[config.mk]
export PLATFORM = sky130hd
export DESIGN_NAME = source_tokenizer
export DESIGN_NICKNAME = d
export VERILOG_FILES = /design/src/design/stok_pkg.sv /design/src/design/stok_queue.sv /design/src/design/stok_scan.sv /design/src/design/source_tokenizer.sv
export SDC_FILE = /design/constraint.sdc
export NUM_CORES = 2
export LEC_CHECK = 0
export ABC_AREA = 1
export BUFFER_PORTS_ARGS = -buffer_cell sky130_fd_sc_hd__clkbuf_2
export CORE_MARGIN = 1.5
export CORE_UTILIZATION = 60
export DETAILED_ROUTE_END_ITERATION = 7
export GPL_TIMING_DRIVEN = 0
export PLACE_DENSITY = 0.82
export SYNTH_ARGS = -nofsm -noshare
export SYNTH_HDL_FRONTEND = slang
export SYNTH_SLANG_ARGS = --single-unit
[constraint.sdc]
create_clock -name clk -period 13.9 [get_ports clk]
set_clock_uncertainty 0.15 [all_clocks]
set_input_delay 2.085 -clock clk [delete_from_list [all_inputs] [get_ports clk]]
set_output_delay 2.085 -clock clk [all_outputs]
set_load 0.005 [all_outputs]
[src/design/stok_pkg.sv]
// stok_pkg: token kinds, scan modes, lexeme table and character classes
// shared by the source tokenizer modules; no dependencies
package stok_pkg;

    // token kinds
    localparam logic [4:0] KIND_INT    = 5'd19;
    localparam logic [4:0] KIND_IDENT  = 5'd20;
    localparam logic [4:0] KIND_STRING = 5'd21;
    localparam logic [4:0] KIND_CHAR   = 5'd22;
    localparam logic [4:0] KIND_ERROR  = 5'd23;
    localparam logic [4:0] KIND_NONE   = 5'd24;

    // error codes
    localparam logic [1:0] ERR_NONE   = 2'd0;
    localparam logic [1:0] ERR_SYMBOL = 2'd1;
    localparam logic [1:0] ERR_UNTERM = 2'd2;

    // characters with a role of their own
    localparam logic [7:0] CH_LF    = 8'h0A;
    localparam logic [7:0] CH_CR    = 8'h0D;
    localparam logic [7:0] CH_TAB   = 8'h09;
    localparam logic [7:0] CH_SPACE = 8'h20;
    localparam logic [7:0] CH_QUOTE = 8'h22;
    localparam logic [7:0] CH_SLASH = 8'h2F;
    localparam logic [7:0] CH_UNDER = 8'h5F;
    localparam logic [7:0] CH_ZERO  = 8'h30;

    localparam logic [30:0] INT_MAX = 31'h7FFF_FFFF;

    // scanner modes
    typedef enum logic [4:0] {
        MODE_IDLE    = 5'b00001,
        MODE_COMMENT = 5'b00010,
        MODE_IDENT   = 5'b00100,
        MODE_NUMBER  = 5'b01000,
        MODE_STRING  = 5'b10000
    } mode_t;

    // lexeme table in priority order; text is stored reversed so that
    // byte j of the lexeme sits at bits [8j+7:8j]
    localparam int LEX_COUNT = 20;
    localparam int LEX_MAX   = 5;

    localparam logic [39:0] LEX_TEXT [LEX_COUNT] = '{
        "fed", "cnuf", "fi", "esle", "elihw",
        "(", ")", "{", "}", "=:", "-<", "$", ",", ";",
        "+", "-", "*", "/", "<", "="
    };
    localparam logic [2:0] LEX_LEN [LEX_COUNT] = '{
        3'd3, 3'd4, 3'd2, 3'd4, 3'd5,
        3'd1, 3'd1, 3'd1, 3'd1, 3'd2, 3'd2, 3'd1, 3'd1, 3'd1,
        3'd1, 3'd1, 3'd1, 3'd1, 3'd1, 3'd1
    };
    localparam logic LEX_KEY [LEX_COUNT] = '{
        1'b1, 1'b1, 1'b1, 1'b1, 1'b1,
        1'b0, 1'b0, 1'b0, 1'b0, 1'b0, 1'b0, 1'b0, 1'b0, 1'b0,
        1'b0, 1'b0, 1'b0, 1'b0, 1'b0, 1'b0
    };
    localparam logic [4:0] LEX_KIND [LEX_COUNT] = '{
        5'd0, 5'd1, 5'd2, 5'd3, 5'd4,
        5'd5, 5'd6, 5'd7, 5'd8, 5'd9, 5'd10, 5'd11, 5'd12, 5'd13,
        5'd14, 5'd15, 5'd16, 5'd17, 5'd18, 5'd25
    };

    function automatic logic is_alpha(input logic [7:0] ch);
        logic [7:0] lc;
        lc = ch | 8'h20;
        return (lc >= 8'h61) && (lc <= 8'h7A);
    endfunction

    function automatic logic is_digit(input logic [7:0] ch);
        return (ch >= 8'h30) && (ch <= 8'h39);
    endfunction

    function automatic logic is_ident_char(input logic [7:0] ch);
        return is_alpha(ch) || is_digit(ch) || (ch == CH_UNDER);
    endfunction

    function automatic logic is_space(input logic [7:0] ch);
        return (ch == CH_SPACE) || (ch == CH_CR) || (ch == CH_TAB) || (ch == CH_LF);
    endfunction

    // one decimal digit into the accumulator, saturating
    function automatic logic [30:0] acc_step(input logic [30:0] acc, input logic [7:0] ch);
        logic [34:0] prod;
        logic [7:0]  dig;
        dig  = ch - CH_ZERO;
        prod = ({4'b0, acc} << 3) + ({4'b0, acc} << 1) + 35'(dig);
        return (prod > 35'(INT_MAX)) ? INT_MAX : prod[30:0];
    endfunction

endpackage

[src/design/stok_queue.sv]
// stok_queue: two-entry item queue with valid/stall on both sides
// no package dependencies
module stok_queue #(
    parameter int W = 8
) (
    input  logic         clk,
    input  logic         rst_n,
    input  logic         push_valid,
    output logic         push_stall,
    input  logic [W-1:0] push_data,
    output logic         pop_valid,
    input  logic         pop_stall,
    output logic [W-1:0] pop_data
);
    logic [1:0]   count_reg;
    logic [1:0]   count_next;
    logic [W-1:0] entry0_reg;
    logic [W-1:0] entry1_reg;
    logic         push;
    logic         pop;
    logic [1:0]   wr_slot;

    // handshakes
    assign push_stall = (count_reg == 2'd2);
    assign pop_valid  = (count_reg != 2'd0);
    assign pop_data   = entry0_reg;
    assign push       = push_valid && !push_stall;
    assign pop        = pop_valid && !pop_stall;
    assign wr_slot    = count_reg - {1'b0, pop};

    always_comb
    begin
        count_next = count_reg + {1'b0, push} - {1'b0, pop};
    end

    // occupancy
    always_ff @(posedge clk or negedge rst_n)
    begin
        if (!rst_n)
        begin
            count_reg <= 2'd0;
        end
        else
        begin
            count_reg <= count_next;
        end
    end

    // entries, head always in slot 0
    always_ff @(posedge clk)
    begin
        if (pop && count_reg == 2'd2)
        begin
            entry0_reg <= entry1_reg;
        end
        if (push)
        begin
            if (wr_slot == 2'd0)
            begin
                entry0_reg <= push_data;
            end
            else
            begin
                entry1_reg <= push_data;
            end
        end
    end
endmodule

[src/design/stok_scan.sv]
// stok_scan: lookahead window and scanner, one scan step per cycle unless stalled,
// with a one-result hold stage that marks the last result of an item; uses stok_pkg
module stok_scan #(
    parameter int POSITION_BITS = 16,
    parameter int WINDOW_DEPTH  = 7
) (
    input  logic                     clk,
    input  logic                     rst_n,
    input  logic                     item_valid,
    input  logic [7:0]               item_byte,
    input  logic                     item_eot,
    output logic                     item_pop,
    input  logic                     res_ready,
    output logic                     res_push,
    output logic [4:0]               res_kind,
    output logic [POSITION_BITS-1:0] res_sl,
    output logic [POSITION_BITS-1:0] res_sc,
    output logic [POSITION_BITS-1:0] res_el,
    output logic [POSITION_BITS-1:0] res_ec,
    output logic [30:0]              res_val,
    output logic [7:0]               res_ch,
    output logic [1:0]               res_err,
    output logic                     res_last
);
    import stok_pkg::*;

    localparam int PB = POSITION_BITS;
    localparam int DW = WINDOW_DEPTH * 8;
    localparam int FW = $clog2(WINDOW_DEPTH + 1);
    localparam logic [PB-1:0] POS_MAX   = '1;
    localparam logic [FW-1:0] FILL_FULL = FW'(WINDOW_DEPTH);

    typedef struct packed {
        logic [4:0]    kind;
        logic [PB-1:0] sl;
        logic [PB-1:0] sc;
        logic [PB-1:0] el;
        logic [PB-1:0] ec;
        logic [30:0]   val;
        logic [7:0]    ch;
        logic [1:0]    err;
    } res_t;

    function automatic logic [PB-1:0] sat_add(input logic [PB-1:0] v, input logic [2:0] n);
        logic [PB:0] s;
        s = {1'b0, v} + (PB+1)'(n);
        return s[PB] ? POS_MAX : s[PB-1:0];
    endfunction

    // scanner state
    logic [DW-1:0]  win_reg,   win_next;
    logic [FW-1:0]  fill_reg,  fill_next;
    mode_t          mode_reg,  mode_next;
    logic [PB-1:0]  line_reg,  line_next;
    logic [PB-1:0]  col_reg,   col_next;
    logic [PB-1:0]  tsl_reg,   tsl_next;
    logic [PB-1:0]  tsc_reg,   tsc_next;
    logic [PB-1:0]  lastl_reg, lastl_next;
    logic [PB-1:0]  lastc_reg, lastc_next;
    logic [30:0]    acc_reg,   acc_next;
    logic           err_reg;
    // item control
    logic           act_reg;
    logic           eot_reg;
    logic           any_reg;
    // result hold stage
    res_t           hold_reg;
    logic           hold_v_reg;
    logic           hold_fin_reg;

    logic           step_en;
    logic           push_b;
    logic           eot_v;
    logic           any_v;
    logic [DW-1:0]  wv;
    logic [FW-1:0]  fv;
    logic [7:0]     c;
    logic [7:0]     c1;
    logic           scan;
    logic           lex_hit;
    logic [4:0]     lex_idx;
    logic           m;
    logic [2:0]     k;
    logic           drop;
    logic           err_now;
    logic           fin_step;
    logic           restart;
    logic           res_v;
    res_t           res;
    logic           done;

    // working view of the window with this cycle's byte written in
    assign step_en  = !hold_fin_reg && res_ready && (act_reg || item_valid);
    assign item_pop = step_en && !act_reg;
    assign push_b   = !act_reg && !err_reg && (fill_reg != FILL_FULL);
    assign eot_v    = act_reg ? eot_reg : item_eot;
    assign any_v    = act_reg && any_reg;
    assign wv       = push_b ? (win_reg | (DW'(item_byte) << {fill_reg, 3'b000})) : win_reg;
    assign fv       = push_b ? (fill_reg + 1'b1) : fill_reg;
    assign c        = wv[7:0];
    assign c1       = wv[15:8];
    assign scan     = (fv == FILL_FULL) || (eot_v && fv != '0);

    // lexeme match, first entry of the table wins
    always_comb
    begin
        m       = 1'b0;
        lex_hit = 1'b0;
        lex_idx = '0;
        for (int l = LEX_COUNT - 1; l >= 0; l--)
        begin
            m = (FW'(LEX_LEN[l]) <= fv);
            for (int j = 0; j < LEX_MAX; j++)
            begin
                if (3'(j) < LEX_LEN[l] && wv[j*8 +: 8] != LEX_TEXT[l][j*8 +: 8])
                begin
                    m = 1'b0;
                end
            end
            if (LEX_KEY[l] && FW'(LEX_LEN[l]) < fv && is_alpha(wv[LEX_LEN[l]*8 +: 8]))
            begin
                m = 1'b0;
            end
            if (m)
            begin
                lex_hit = 1'b1;
                lex_idx = 5'(l);
            end
        end
    end

    // one scan step
    always_comb
    begin
        k         = 3'd0;
        drop      = 1'b0;
        err_now   = 1'b0;
        fin_step  = 1'b0;
        restart   = 1'b0;
        res_v     = 1'b0;
        res       = '0;
        mode_next = mode_reg;
        acc_next  = acc_reg;
        tsl_next  = tsl_reg;
        tsc_next  = tsc_reg;
        if (!act_reg && err_reg)
        begin
            drop = 1'b1;
        end
        else if (scan)
        begin
            unique case (mode_reg)
                MODE_COMMENT:
                begin
                    k = 3'd1;
                    if (c == CH_LF)
                    begin
                        mode_next = MODE_IDLE;
                    end
                end
                MODE_STRING:
                begin
                    k     = 3'd1;
                    res_v = 1'b1;
                    if (c == CH_QUOTE)
                    begin
                        res       = '{KIND_STRING, tsl_reg, tsc_reg, line_reg, col_reg,
                                      31'd0, 8'd0, ERR_NONE};
                        mode_next = MODE_IDLE;
                    end
                    else
                    begin
                        res = '{KIND_CHAR, line_reg, col_reg, line_reg, col_reg,
                                31'd0, c, ERR_NONE};
                    end
                end
                MODE_IDENT:
                begin
                    res_v = 1'b1;
                    if (is_ident_char(c))
                    begin
                        k   = 3'd1;
                        res = '{KIND_CHAR, line_reg, col_reg, line_reg, col_reg,
                                31'd0, c, ERR_NONE};
                    end
                    else
                    begin
                        // pending identifier closes, head byte rescanned next step
                        res       = '{KIND_IDENT, tsl_reg, tsc_reg, lastl_reg, lastc_reg,
                                      31'd0, 8'd0, ERR_NONE};
                        mode_next = MODE_IDLE;
                    end
                end
                MODE_NUMBER:
                begin
                    if (is_digit(c))
                    begin
                        k        = 3'd1;
                        acc_next = acc_step(acc_reg, c);
                    end
                    else
                    begin
                        res_v     = 1'b1;
                        res       = '{KIND_INT, tsl_reg, tsc_reg, lastl_reg, lastc_reg,
                                      acc_reg, 8'd0, ERR_NONE};
                        mode_next = MODE_IDLE;
                    end
                end
                // idle and unused codes
                default:
                begin
                    mode_next = MODE_IDLE;
                    if (c == CH_SLASH && fv >= FW'(2) && c1 == CH_SLASH)
                    begin
                        k         = 3'd2;
                        mode_next = MODE_COMMENT;
                    end
                    else if (c == CH_QUOTE)
                    begin
                        k         = 3'd1;
                        tsl_next  = line_reg;
                        tsc_next  = col_reg;
                        mode_next = MODE_STRING;
                    end
                    else if (is_digit(c))
                    begin
                        k         = 3'd1;
                        tsl_next  = line_reg;
                        tsc_next  = col_reg;
                        acc_next  = acc_step(31'd0, c);
                        mode_next = MODE_NUMBER;
                    end
                    else if (lex_hit)
                    begin
                        k        = LEX_LEN[lex_idx];
                        tsl_next = line_reg;
                        tsc_next = col_reg;
                        res_v    = 1'b1;
                        res      = '{LEX_KIND[lex_idx], line_reg, col_reg, line_reg,
                                     sat_add(col_reg, LEX_LEN[lex_idx] - 3'd1),
                                     31'd0, 8'd0, ERR_NONE};
                    end
                    else if (is_alpha(c) || c == CH_UNDER)
                    begin
                        k         = 3'd1;
                        tsl_next  = line_reg;
                        tsc_next  = col_reg;
                        res_v     = 1'b1;
                        res       = '{KIND_CHAR, line_reg, col_reg, line_reg, col_reg,
                                      31'd0, c, ERR_NONE};
                        mode_next = MODE_IDENT;
                    end
                    else if (is_space(c))
                    begin
                        k = 3'd1;
                    end
                    else
                    begin
                        err_now = 1'b1;
                        res_v   = 1'b1;
                        res     = '{KIND_ERROR, line_reg, col_reg, line_reg, col_reg,
                                    31'd0, 8'd0, ERR_SYMBOL};
                    end
                end
            endcase
        end
        else if (eot_v)
        begin
            // end of text: open string is an error, else close, restart positions
            fin_step = 1'b1;
            if (mode_reg == MODE_STRING)
            begin
                err_now = 1'b1;
                res_v   = 1'b1;
                res     = '{KIND_ERROR, tsl_reg, tsc_reg, line_reg, col_reg,
                            31'd0, 8'd0, ERR_UNTERM};
            end
            else
            begin
                restart = 1'b1;
                if (mode_reg == MODE_IDENT)
                begin
                    res_v = 1'b1;
                    res   = '{KIND_IDENT, tsl_reg, tsc_reg, lastl_reg, lastc_reg,
                              31'd0, 8'd0, ERR_NONE};
                end
                else if (mode_reg == MODE_NUMBER)
                begin
                    res_v = 1'b1;
                    res   = '{KIND_INT, tsl_reg, tsc_reg, lastl_reg, lastc_reg,
                              acc_reg, 8'd0, ERR_NONE};
                end
                else if (!any_v)
                begin
                    res_v = 1'b1;
                    res   = '{KIND_NONE, '0, '0, '0, '0, 31'd0, 8'd0, ERR_NONE};
                end
            end
        end
    end

    // window shift and position update for the consumed bytes
    always_comb
    begin
        win_next   = wv >> {k, 3'b000};
        fill_next  = fv - FW'(k);
        line_next  = line_reg;
        col_next   = col_reg;
        lastl_next = lastl_reg;
        lastc_next = lastc_reg;
        if (k == 3'd1 && c == CH_LF)
        begin
            line_next  = sat_add(line_reg, 3'd1);
            col_next   = '0;
            lastl_next = line_reg;
            lastc_next = col_reg;
        end
        else if (k != 3'd0)
        begin
            col_next   = sat_add(col_reg, k);
            lastl_next = line_reg;
            lastc_next = sat_add(col_reg, k - 3'd1);
        end
    end

    assign done = drop || err_now || fin_step || (!eot_v && fill_next != FILL_FULL);

    // scanner state registers
    always_ff @(posedge clk or negedge rst_n)
    begin
        if (!rst_n)
        begin
            win_reg   <= '0;
            fill_reg  <= '0;
            mode_reg  <= MODE_IDLE;
            line_reg  <= '0;
            col_reg   <= '0;
            tsl_reg   <= '0;
            tsc_reg   <= '0;
            lastl_reg <= '0;
            lastc_reg <= '0;
            acc_reg   <= '0;
            err_reg   <= 1'b0;
            act_reg   <= 1'b0;
            eot_reg   <= 1'b0;
            any_reg   <= 1'b0;
        end
        else if (step_en)
        begin
            act_reg <= !done;
            eot_reg <= eot_v;
            any_reg <= any_v || res_v;
            if (err_now)
            begin
                err_reg  <= 1'b1;
                win_reg  <= '0;
                fill_reg <= '0;
            end
            else if (restart)
            begin
                win_reg   <= '0;
                fill_reg  <= '0;
                mode_reg  <= MODE_IDLE;
                line_reg  <= '0;
                col_reg   <= '0;
                tsl_reg   <= '0;
                tsc_reg   <= '0;
                lastl_reg <= '0;
                lastc_reg <= '0;
                acc_reg   <= '0;
            end
            else if (!drop)
            begin
                win_reg   <= win_next;
                fill_reg  <= fill_next;
                mode_reg  <= mode_next;
                line_reg  <= line_next;
                col_reg   <= col_next;
                tsl_reg   <= tsl_next;
                tsc_reg   <= tsc_next;
                lastl_reg <= lastl_next;
                lastc_reg <= lastc_next;
                acc_reg   <= acc_next;
            end
        end
    end

    // hold stage control
    always_ff @(posedge clk or negedge rst_n)
    begin
        if (!rst_n)
        begin
            hold_v_reg   <= 1'b0;
            hold_fin_reg <= 1'b0;
        end
        else if (hold_fin_reg)
        begin
            if (res_ready)
            begin
                hold_v_reg   <= 1'b0;
                hold_fin_reg <= 1'b0;
            end
        end
        else if (step_en)
        begin
            if (res_v && !done)
            begin
                hold_v_reg <= 1'b1;
            end
            else if (res_v && done)
            begin
                hold_fin_reg <= hold_v_reg;
            end
            else if (done)
            begin
                hold_v_reg <= 1'b0;
            end
        end
    end

    // hold stage payload
    always_ff @(posedge clk)
    begin
        if (!hold_fin_reg && step_en && res_v && (!done || hold_v_reg))
        begin
            hold_reg <= res;
        end
    end

    // result selection toward the output queue
    always_comb
    begin
        res_push = 1'b0;
        res_last = 1'b0;
        {res_kind, res_sl, res_sc, res_el, res_ec, res_val, res_ch, res_err} = hold_reg;
        if (hold_fin_reg)
        begin
            res_push = res_ready;
            res_last = 1'b1;
        end
        else if (step_en)
        begin
            if (hold_v_reg && (res_v || done))
            begin
                res_push = 1'b1;
                res_last = !res_v;
            end
            else if (res_v && done)
            begin
                res_push = 1'b1;
                res_last = 1'b1;
                {res_kind, res_sl, res_sc, res_el, res_ec, res_val, res_ch, res_err} = res;
            end
        end
    end
endmodule

[src/design/source_tokenizer.sv]
// source_tokenizer: top level; input queue, scanner and output queue
// depends on stok_pkg, stok_queue, stok_scan
//
//  channel  | handshake            | payload
//  ---------+----------------------+--------------------------------------------
//  source   | src_valid, src_stall | in_byte, end_of_text
//  tokens   | tok_valid, tok_stall | token_kind .. error_code, last_result
//
// one scan step per cycle unless stalled
// closing an identifier or number is its own step before the ending byte is scanned
// an item whose last step gives a result behind a held one stalls until it is pushed
// end of text flushes the window one step per cycle unless stalled, plus one close step
// asynchronous active-low reset clears all control state; no clearing pass
// two-entry queues on both sides let source and sink stall independently
module source_tokenizer #(
    parameter int POSITION_BITS = 16,
    parameter int WINDOW_DEPTH  = 7
) (
    input  logic                     clk,
    input  logic                     rst_n,
    input  logic                     src_valid,
    output logic                     src_stall,
    input  logic [7:0]               in_byte,
    input  logic                     end_of_text,
    output logic                     tok_valid,
    input  logic                     tok_stall,
    output logic [4:0]               token_kind,
    output logic [POSITION_BITS-1:0] start_line,
    output logic [POSITION_BITS-1:0] start_column,
    output logic [POSITION_BITS-1:0] end_line,
    output logic [POSITION_BITS-1:0] end_column,
    output logic [30:0]              int_value,
    output logic [7:0]               text_char,
    output logic [1:0]               error_code,
    output logic                     last_result
);
    import stok_pkg::*;

    localparam int OW = 5 + 4 * POSITION_BITS + 31 + 8 + 2 + 1;

    logic                     iq_valid;
    logic                     iq_pop;
    logic [8:0]               iq_data;
    logic                     oq_stall;
    logic                     oq_push;
    logic [OW-1:0]            oq_data;
    logic [4:0]               r_kind;
    logic [POSITION_BITS-1:0] r_sl;
    logic [POSITION_BITS-1:0] r_sc;
    logic [POSITION_BITS-1:0] r_el;
    logic [POSITION_BITS-1:0] r_ec;
    logic [30:0]              r_val;
    logic [7:0]               r_ch;
    logic [1:0]               r_err;
    logic                     r_last;

    // front: input item queue
    stok_queue #(.W(9)) u_inq (
        .clk        (clk),
        .rst_n      (rst_n),
        .push_valid (src_valid),
        .push_stall (src_stall),
        .push_data  ({end_of_text, in_byte}),
        .pop_valid  (iq_valid),
        .pop_stall  (!iq_pop),
        .pop_data   (iq_data)
    );

    // back: window and scanner
    stok_scan #(
        .POSITION_BITS (POSITION_BITS),
        .WINDOW_DEPTH  (WINDOW_DEPTH)
    ) u_scan (
        .clk        (clk),
        .rst_n      (rst_n),
        .item_valid (iq_valid),
        .item_byte  (iq_data[7:0]),
        .item_eot   (iq_data[8]),
        .item_pop   (iq_pop),
        .res_ready  (!oq_stall),
        .res_push   (oq_push),
        .res_kind   (r_kind),
        .res_sl     (r_sl),
        .res_sc     (r_sc),
        .res_el     (r_el),
        .res_ec     (r_ec),
        .res_val    (r_val),
        .res_ch     (r_ch),
        .res_err    (r_err),
        .res_last   (r_last)
    );

    // result queue
    stok_queue #(.W(OW)) u_outq (
        .clk        (clk),
        .rst_n      (rst_n),
        .push_valid (oq_push),
        .push_stall (oq_stall),
        .push_data  ({r_kind, r_sl, r_sc, r_el, r_ec, r_val, r_ch, r_err, r_last}),
        .pop_valid  (tok_valid),
        .pop_stall  (tok_stall),
        .pop_data   (oq_data)
    );

    assign {token_kind, start_line, start_column, end_line, end_column,
            int_value, text_char, error_code, last_result} = oq_data;

    // result field consistency
    a_int_only: assert property (@(posedge clk) disable iff (!rst_n)
        tok_valid && token_kind != KIND_INT |-> int_value == 31'd0)
        else $error("int value on a non-integer item");

    a_err_only: assert property (@(posedge clk) disable iff (!rst_n)
        tok_valid && token_kind != KIND_ERROR |-> error_code == ERR_NONE)
        else $error("error code on a non-error item");

    a_err_last: assert property (@(posedge clk) disable iff (!rst_n)
        tok_valid && (token_kind == KIND_ERROR || token_kind == KIND_NONE) |-> last_result)
        else $error("error or none item not marked last");

    a_char_pos: assert property (@(posedge clk) disable iff (!rst_n)
        tok_valid && token_kind == KIND_CHAR |->
            start_line == end_line && start_column == end_column)
        else $error("content character spans more than one position");
endmodule
# After elaboration in Yosys (flattened, before gate mapping)
# Memories as Yosys holds them, arrays and structs flattened.
# Index checks and enable logic that the tools add are counted.
[word_totals]
ff_bits = 551
romBits = 256
output_inout_bits = 113
mem_count = 2
input_bits = 13
elab_cells = 505
[op_classes]
shifts = 2
addsub = 17
order_cmp = 25
reduce_logical = 84
n_mux = 274
bitwise = 5
eq_ne = 66
[mem_list]
columns = ["name", "depth", "width", "read_ports", "rd_ports_with_merged_regs", "write_ports", "line_no", "rtl"]
rows = [
  ["(no name shown)", 32, 5, 1, 0, 0, "stok_scan.sv:239", "res = '{LEX_KIND[lex_idx], line_reg, col_reg, line_reg,"],
  ["(no name shown)", 32, 3, 1, 0, 0, "stok_scan.sv:240", "sat_add(col_reg, LEX_LEN[lex_idx] - 3'd1),"],
]
[ops]
columns = ["cell", "n"]
rows = [
  ["$mux W110", 14],
  ["$mux W16", 55],
  ["$pmux W110 S4", 1],
  ["$mux W31", 14],
  ["$mux W111", 3],
  ["$mux W56", 4],
  ["$mux W107", 2],
  ["$mux W5", 38],
  ["$ne A8 B7 Y1 const B", 20],
  ["$mux W1", 114],
  ["$ne A8 B6 Y1 const B", 14],
  ["$pmux W31 S2", 1],
  ["$or A56 B56 Y56", 1],
  ["$shl A8 B6 Y56", 1],
  ["$shr A56 B6 Y56", 1],
  ["$add A16 B3 Y17", 3],
  ["$mux W3", 14],
  ["$ge A8 B7 Y1 const B", 5],
  ["$le A8 B7 Y1 const B", 5],
  ["$add A34 B32 Y35", 1],
  ["$add A35 B8 Y35", 1],
  ["$gt A35 B31 Y1 const B", 1],
  ["$logic_and A1 B1 Y1", 34],
  ["$eq A8 B6 Y1 const B", 4],
  ["52 further kinds", 122],
]

# Logic depth before layout (Yosys ltp)
[depth]
ltp_word = 49
mapped_depth = 47

# Modules after synthesis
# A second synthesis with hierarchy kept.
[hier_totals]
cells_unflattened = 4710
hier_area_um2 = 34713.3
[by_module_without_submodules]
columns = ["mod", "area_each_um2", "seq_area_each_um2", "cells_per_inst", "n_inst"]
rows = [
  ["stok_scan", 24415.9, 8234.1, 3506, 1],
  ["stok_queue (u_outq)", 9381.5, 5605.4, 1092, 1],
  ["stok_queue (u_inq)", 908.4, 500.5, 110, 1],
  ["source_tokenizer", 7.5, 0.0, 2, 1],
]

# Least setup slack after synthesis
# Ideal clock, no wire load.
[synth_path]
kind = "reg2reg"
start = "reg u_scan.fill_reg[0]"
end = "reg u_scan.hold_reg[0] (netlist bit) (enable)"
path_buffers = 4
synth_period_minus_slack_ns = 11.443
setup_time_ns = 0.615
stages_incl_launch_ff = 40
setup_slack_ns = 2.457
arrival_ns = 10.678
cell_sequence = "dfrtp_1 -> ha_1 -> ha_1 -> nor2_8 -> nand3_4 -> buf_6 -> o21bai_1 -> inv_1 -> ha_1 -> nand3_1 -> nor2_2 -> nand2_1 -> nand2_1 -> nor2_1 -> nand4_1 -> nor2_1 -> nand3_1 -> inv_1 -> [... 4 more ...] -> nand2_1 -> nand2_1 -> nand2_1 -> nand2_2 -> nand2_2 -> inv_1 -> buf_2 -> ha_1 -> inv_1 -> fa_1 -> xor2_1 -> o21bai_1 -> nand3_1 -> nand2_1 -> nand2_2 -> buf_2 -> buf_2 -> a21oi_1"
[synth_between]
elab_chain_cells = 43
word_cells_on_any_way = 218
classes_between = "add/sub: 2; order compare: 22; eq/ne: 45; shift: 1; mux: 115; bitwise: 2; reduce/logical: 30; memory: 1"
[synth_lines]
columns = ["item", "line_no", "rtl"]
rows = [
  ["from (decl)", "stok_scan.sv:52", "logic [FW-1:0] fill_reg, fill_next;"],
  ["from (signal assigned)", "stok_scan.sv:375", "fill_reg <= fill_next;"],
  ["$shl A8 B6 Y56 / $ne A3 B3 Y1 (equally long branches)", "stok_scan.sv:98, stok_scan.sv:95", ""],
  ["$or A56 B56 Y56 / $logic_and A1 B1 Y1 (equally long branches)", "stok_scan.sv:98, stok_scan.sv:95", ""],
  ["$mux W56 / $mux W3 (equally long branches)", "stok_scan.sv:98, stok_scan.sv:99", ""],
  ["$ne A8 B6 Y1 / $le A1 B3 Y1 (equally long branches)", "stok_scan.sv:115, stok_scan.sv:112", ""],
  ["$mux W1", "stok_scan.sv:115", "if (3'(j) < LEX_LEN[l] && wv[j*8 +: 8] != LEX_TEXT[l][j*8 +: 8])"],
  ["$mux W5 (20 in a row)", "stok_scan.sv:124", "if (m)"],
  ["$not A5 Y6 (not written as such)", "stok_scan.sv:235", "k = LEX_LEN[lex_idx];"],
  ["$mem_v2 Z32 W3", "--", ""],
  ["[... 8 more ...]", "--", ""],
  ["$mux W3", "stok_scan.sv:146", "if (!act_reg && err_reg)"],
  ["$sub A3 B3 Y3", "stok_scan.sv:306", "fill_next = fv - FW'(k);"],
  ["$ne A3 B3 Y1", "stok_scan.sv:326", "assign done = drop || err_now || fin_step || (!eot_v && fill_next != FILL_FULL);"],
  ["$logic_and A1 B1 Y1", "stok_scan.sv:326", ""],
  ["$logic_or A1 B1 Y1", "stok_scan.sv:326", ""],
  ["$logic_not A1 Y1", "stok_scan.sv:424", "if (!hold_fin_reg && step_en && res_v && (!done || hold_v_reg))"],
  ["$logic_or A1 B1 Y1", "stok_scan.sv:424", ""],
  ["$logic_and A1 B1 Y1 (*)", "stok_scan.sv:424", ""],
  ["to (signal assigned)", "stok_scan.sv:426", "hold_reg <= res;"],
  ["to (decl)", "stok_scan.sv:67", "res_t hold_reg;"],
]
# Mark *: on every way between the ends. The rest lies on a longest branch, timed or not. The select of a mux whose other input is x is not followed.
# A chain may end at the register's enable or synchronous reset.

# Final worst setup path
[layout_path]
start = "reg u_scan.fill_reg[0]"
end = "reg u_outq.entry1_reg[3] (enable)"
[layout_between]
elab_chain_cells = 47
word_cells_on_any_way = 223
classes_between = "add/sub: 2; order compare: 22; eq/ne: 45; shift: 1; mux: 119; bitwise: 2; reduce/logical: 31; memory: 1"
[layout_lines]
columns = ["item", "line_no", "rtl"]
rows = [
  ["$shl A8 B6 Y56 / $ne A3 B3 Y1 (equally long branches)", "stok_scan.sv:98, stok_scan.sv:95", ""],
  ["$or A56 B56 Y56 / $logic_and A1 B1 Y1 (equally long branches)", "stok_scan.sv:98, stok_scan.sv:95", ""],
  ["$mux W56 / $mux W3 (equally long branches)", "stok_scan.sv:98, stok_scan.sv:99", ""],
  ["$ne A8 B6 Y1 / $le A1 B3 Y1 (equally long branches)", "stok_scan.sv:115, stok_scan.sv:112", ""],
  ["$mux W1", "stok_scan.sv:115", ""],
  ["$mux W5 (20 in a row)", "stok_scan.sv:124", ""],
  ["$not A5 Y6 (not written as such)", "stok_scan.sv:235", ""],
  ["$mem_v2 Z32 W3", "--", ""],
  ["[... 12 more ...]", "--", ""],
  ["$logic_or A1 B1 Y1", "stok_scan.sv:326", ""],
  ["$logic_and A1 B1 Y1 / $logic_or A1 B1 Y1 (equally long branches)", "stok_scan.sv:448, stok_scan.sv:443", ""],
  ["$mux W1 / $logic_and A1 B1 Y1 (equally long branches)", "stok_scan.sv:448, stok_scan.sv:443", ""],
  ["$mux W1 (*)", "stok_scan.sv:443", "if (hold_v_reg && (res_v || done))"],
  ["$mux W1 (*)", "stok_scan.sv:441", "else if (step_en)"],
  ["$mux W1 (*)", "stok_scan.sv:436", "if (hold_fin_reg)"],
  ["$logic_and A1 B1 Y1 (*)", "stok_queue.sv:27", "assign push = push_valid && !push_stall;"],
  ["$reduce_and A2 Y1 (no line) (*)", "--", ""],
  ["to (signal assigned)", "stok_queue.sv:64", "entry1_reg <= push_data;"],
  ["to (decl)", "stok_queue.sv:18", "logic [W-1:0] entry1_reg;"],
]
# Marks and branches as above.

==> flow_summary.ini <==
[cells_and_area]
nFillCells = 4706
nets = 4724
n_antenna_cell = 0
area_growth_pct = 11.4
multi_input_area_um2 = 16900
stdcell_area_um2 = 37600
final_cells = 5414
utilization_pct = 68.0
regArea_um2 = 14300
layout-drive-gt1-share_pct = 10.4

[detailed_routing]
drt_iter0_markers = 4607
drcViolationCount = 0
wl_mm = 120
wl_met2_mm = 51.7
first_pass_iters = 7
routedLengthMet1_mm = 47.1
routed.top_layer = met4
wl_met3_mm = 16.0
drtAntennaViolNets = 0
drt-wirelength-per-cell_um = 22.2
vias = 33792
vias_per_cell = 6.24

[power_and_ir_drop]
p_leak_nw = 16.7
total_power_mw = 7.91
irDropWorstVdd_mv = 0.143
power_density_nw_per_um2 = 210

[run_status]
status = complete, no violations

[floorplan]
ios = 126
dieArea_um2 = 57700
dieHeight_um = 240
core_region_area_um2 = 55300
fp.dieW_um = 240
rows = 86
initial_core_util_pct = 61.1

[critical_path]
path_common_cell = nand2_1
end_kind = flop
required_ps = 14090
crit_type = flop to flop
crit_fanout = 33
slowest_delay_ps = 720
start_kind = flop
arrival_ps = 9720
crit_slowest_cell = a21oi_2

[clock_network]
cts_max_level = 2
cts_hold_buf = 0
clk-insertion-delay-late_ps = 670
root_buffer = clkbuf_16
cts.sinks = 551
cts_buffers = 58
clk_pin_slew_ps = 60
cts_tree = yes
clockBufferDepth = 3
post_cts_buffers = 0
cts.repair.resized = 0

[yosys]
postSynthNetCount = 4529
ys.flop_type = edfxtp_1
synth_enable_flop_cells = 230
synth_warnings = 0
synth_seq_cells = 551
async_reset_ff_share_pct = 36.5
synth_area_per_cell_um2 = 7.64
yosysSeqAreaShare_pct = 42.5
synth.distinct_cells = 61
syn_area_um2 = 33800
synth_cells = 4421

[place]
routabilityCongestion = 1.07
placed_cells = 5304
pre_cts_ws_ps = 4670
dpl.hpwl_mm = 89.4
portBuffers = 125
placed_area_um2 = 35600

[sta]
fin_tns_setup_ps = 0
grt_setup_unrepaired = no
hold_viol = 0
slew_headroom_pct = 21.7
fmaxAchievable_mhz = 105
setup_violations = 0
hold-worst-slack_ps = 326
tightest_slew_ps = 1170
finalWorstSetupSlack_ps = 4380
maxSlewViolCount = 0
fin_crit_ps = 9520
period_share_pct = 68.5

[grt]
antenna_found_initial = 0
grt_max_degree = 95
grt_remaining_overflow = 0
grt_usage_pct = 41.2
grt_pass1_vias = 31267
grt_first_pass_wirelength_mm = 182

[worst_hold_path]
hold_path.class = flop to flop

[run]
cap_violations = 0
==> cell families (layout without fill, tap and decap cells) <==
family	Yosys count	count (layout)	share of synthesized area, %
AO/OA/AOI/OAI	776	776	13.2
XOR/XNOR	42	42	1.09
adder cells (fa/ha/maj)	95	95	3.74
buffers and inverters	627	872	7.54
flip-flops	551	551	42.5
multiplexers	111	111	3.70
AND/OR/NAND/NOR	2219	2219	28.3
==> placed cells by master (no fill, tap or decap), types with 85 or more instances in the layout <==
cell	n
nand2_1	1236
nand3_1	358
inv_1	332
o21ai_0	318
nor2_1	305
edfxtp_1	230
a21oi_1	224
dfrtp_1	200
clkbuf_1	181
nand4_1	181
clkbuf_2	125
dfxtp_1	120
mux2_2	111
ha_1	85
==> cells in the mapped netlist, types with 11 or more instances <==
| cell type | count | area, um2 |
|---|---|---|
| o21bai_1 | 12 | 90.1 |
| nand2_1 | 1236 | 4640 |
| o211ai_1 | 26 | 195 |
| a22oi_1 | 17 | 128 |
| a221oi_1 | 16 | 140 |
| xnor2_1 | 13 | 114 |
| nand3_1 | 358 | 1790 |
| nor2_2 | 14 | 87.6 |
| a21oi_1 | 225 | 1130 |
| dfxtp_1 | 120 | 2400 |
| o21ai_1 | 22 | 110 |
| nand4_1 | 181 | 1130 |
| clkbuf_1 | 171 | 642 |
| nor3_1 | 83 | 415 |
| buf_1 | 23 | 86.3 |
| nor2_1 | 306 | 1150 |
| o22ai_1 | 53 | 332 |
| buf_2 | 44 | 220 |
| buf_6 | 13 | 146 |
| mux2_2 | 111 | 1250 |
| ha_1 | 85 | 1060 |
| o21ai_0 | 318 | 1590 |
| dfrtp_1 | 200 | 5000 |
| xor2_1 | 29 | 254 |
| inv_2 | 22 | 82.6 |
| inv_1 | 332 | 1250 |
| a31oi_1 | 16 | 100 |
| edfxtp_1 | 230 | 6910 |
| o221ai_1 | 24 | 210 |
| o31ai_1 | 11 | 82.6 |
| clkinv_1 | 11 | 41.3 |
==> power by group <==
| part | internal, mW | switching [mW] | leakage [nW] |
|---|---|---|---|
| clock network | 0.932 | 0.710 | 0.972 |
| registers | 2.29 | 0.235 | 5.91 |
| logic | 1.06 | 2.67 | 9.77 |
| total | 4.29 | 3.62 | 16.7 |
==> path summary, 6_finish.rpt <==
| path | from | to | slack [ps] | depth (start not counted) |
|---|---|---|---|---|
| hold reg to reg | u_scan.win_reg[13] | u_scan.win_reg[13] | 330 | 2 |
| hold / removal | u_scan.win_reg[13] | u_scan.win_reg[13] | 330 | 2 |
| max in group asynchronous | rst_n | u_scan.acc_reg[11] | 11550 | 2 |
| setup / recovery | u_scan.fill_reg[0] | u_outq.entry1_reg[3] | 4380 | 37 |
| min in group asynchronous | rst_n | u_scan.col_reg[14] | 1190 | 1 |
| setup reg to reg | u_scan.fill_reg[0] | u_outq.entry1_reg[3] | 4380 | 37 |
==> metal layers <==
metal / vias to the layer above / track usage (%)
li1: 15500 / -
met1: 15630 / 55.4
met2: 2283 / 62.3
met3: 379 / 12.2
met4: 0 / 16.8
met5: - / 0
==> critical path, delay by kind of cell (launching register included) <==
kind                     cells  cell delay, ps
AND/OR/NAND/NOR             18            3300
AO/OA/AOI/OAI                4            1350
buffers and inverters        9            2230
adder cells (fa/ha/maj)      5            1410
XOR/XNOR                     1             190
flip-flops                   1             490
==> area by class of cell <==
type                            instances  area share (%)
Clock inverter                         30           0.961
Inverter                              365            3.64
Tap cell                              748            2.49
Sequential cell                       551            38.1
Clock buffer                           80            4.40
Buffer                                262            3.12
Timing Repair Buffer                  135            2.32
Multi-Input combinational cell       3243            44.9
Note: power is estimated with default switching activity, not from simulation.
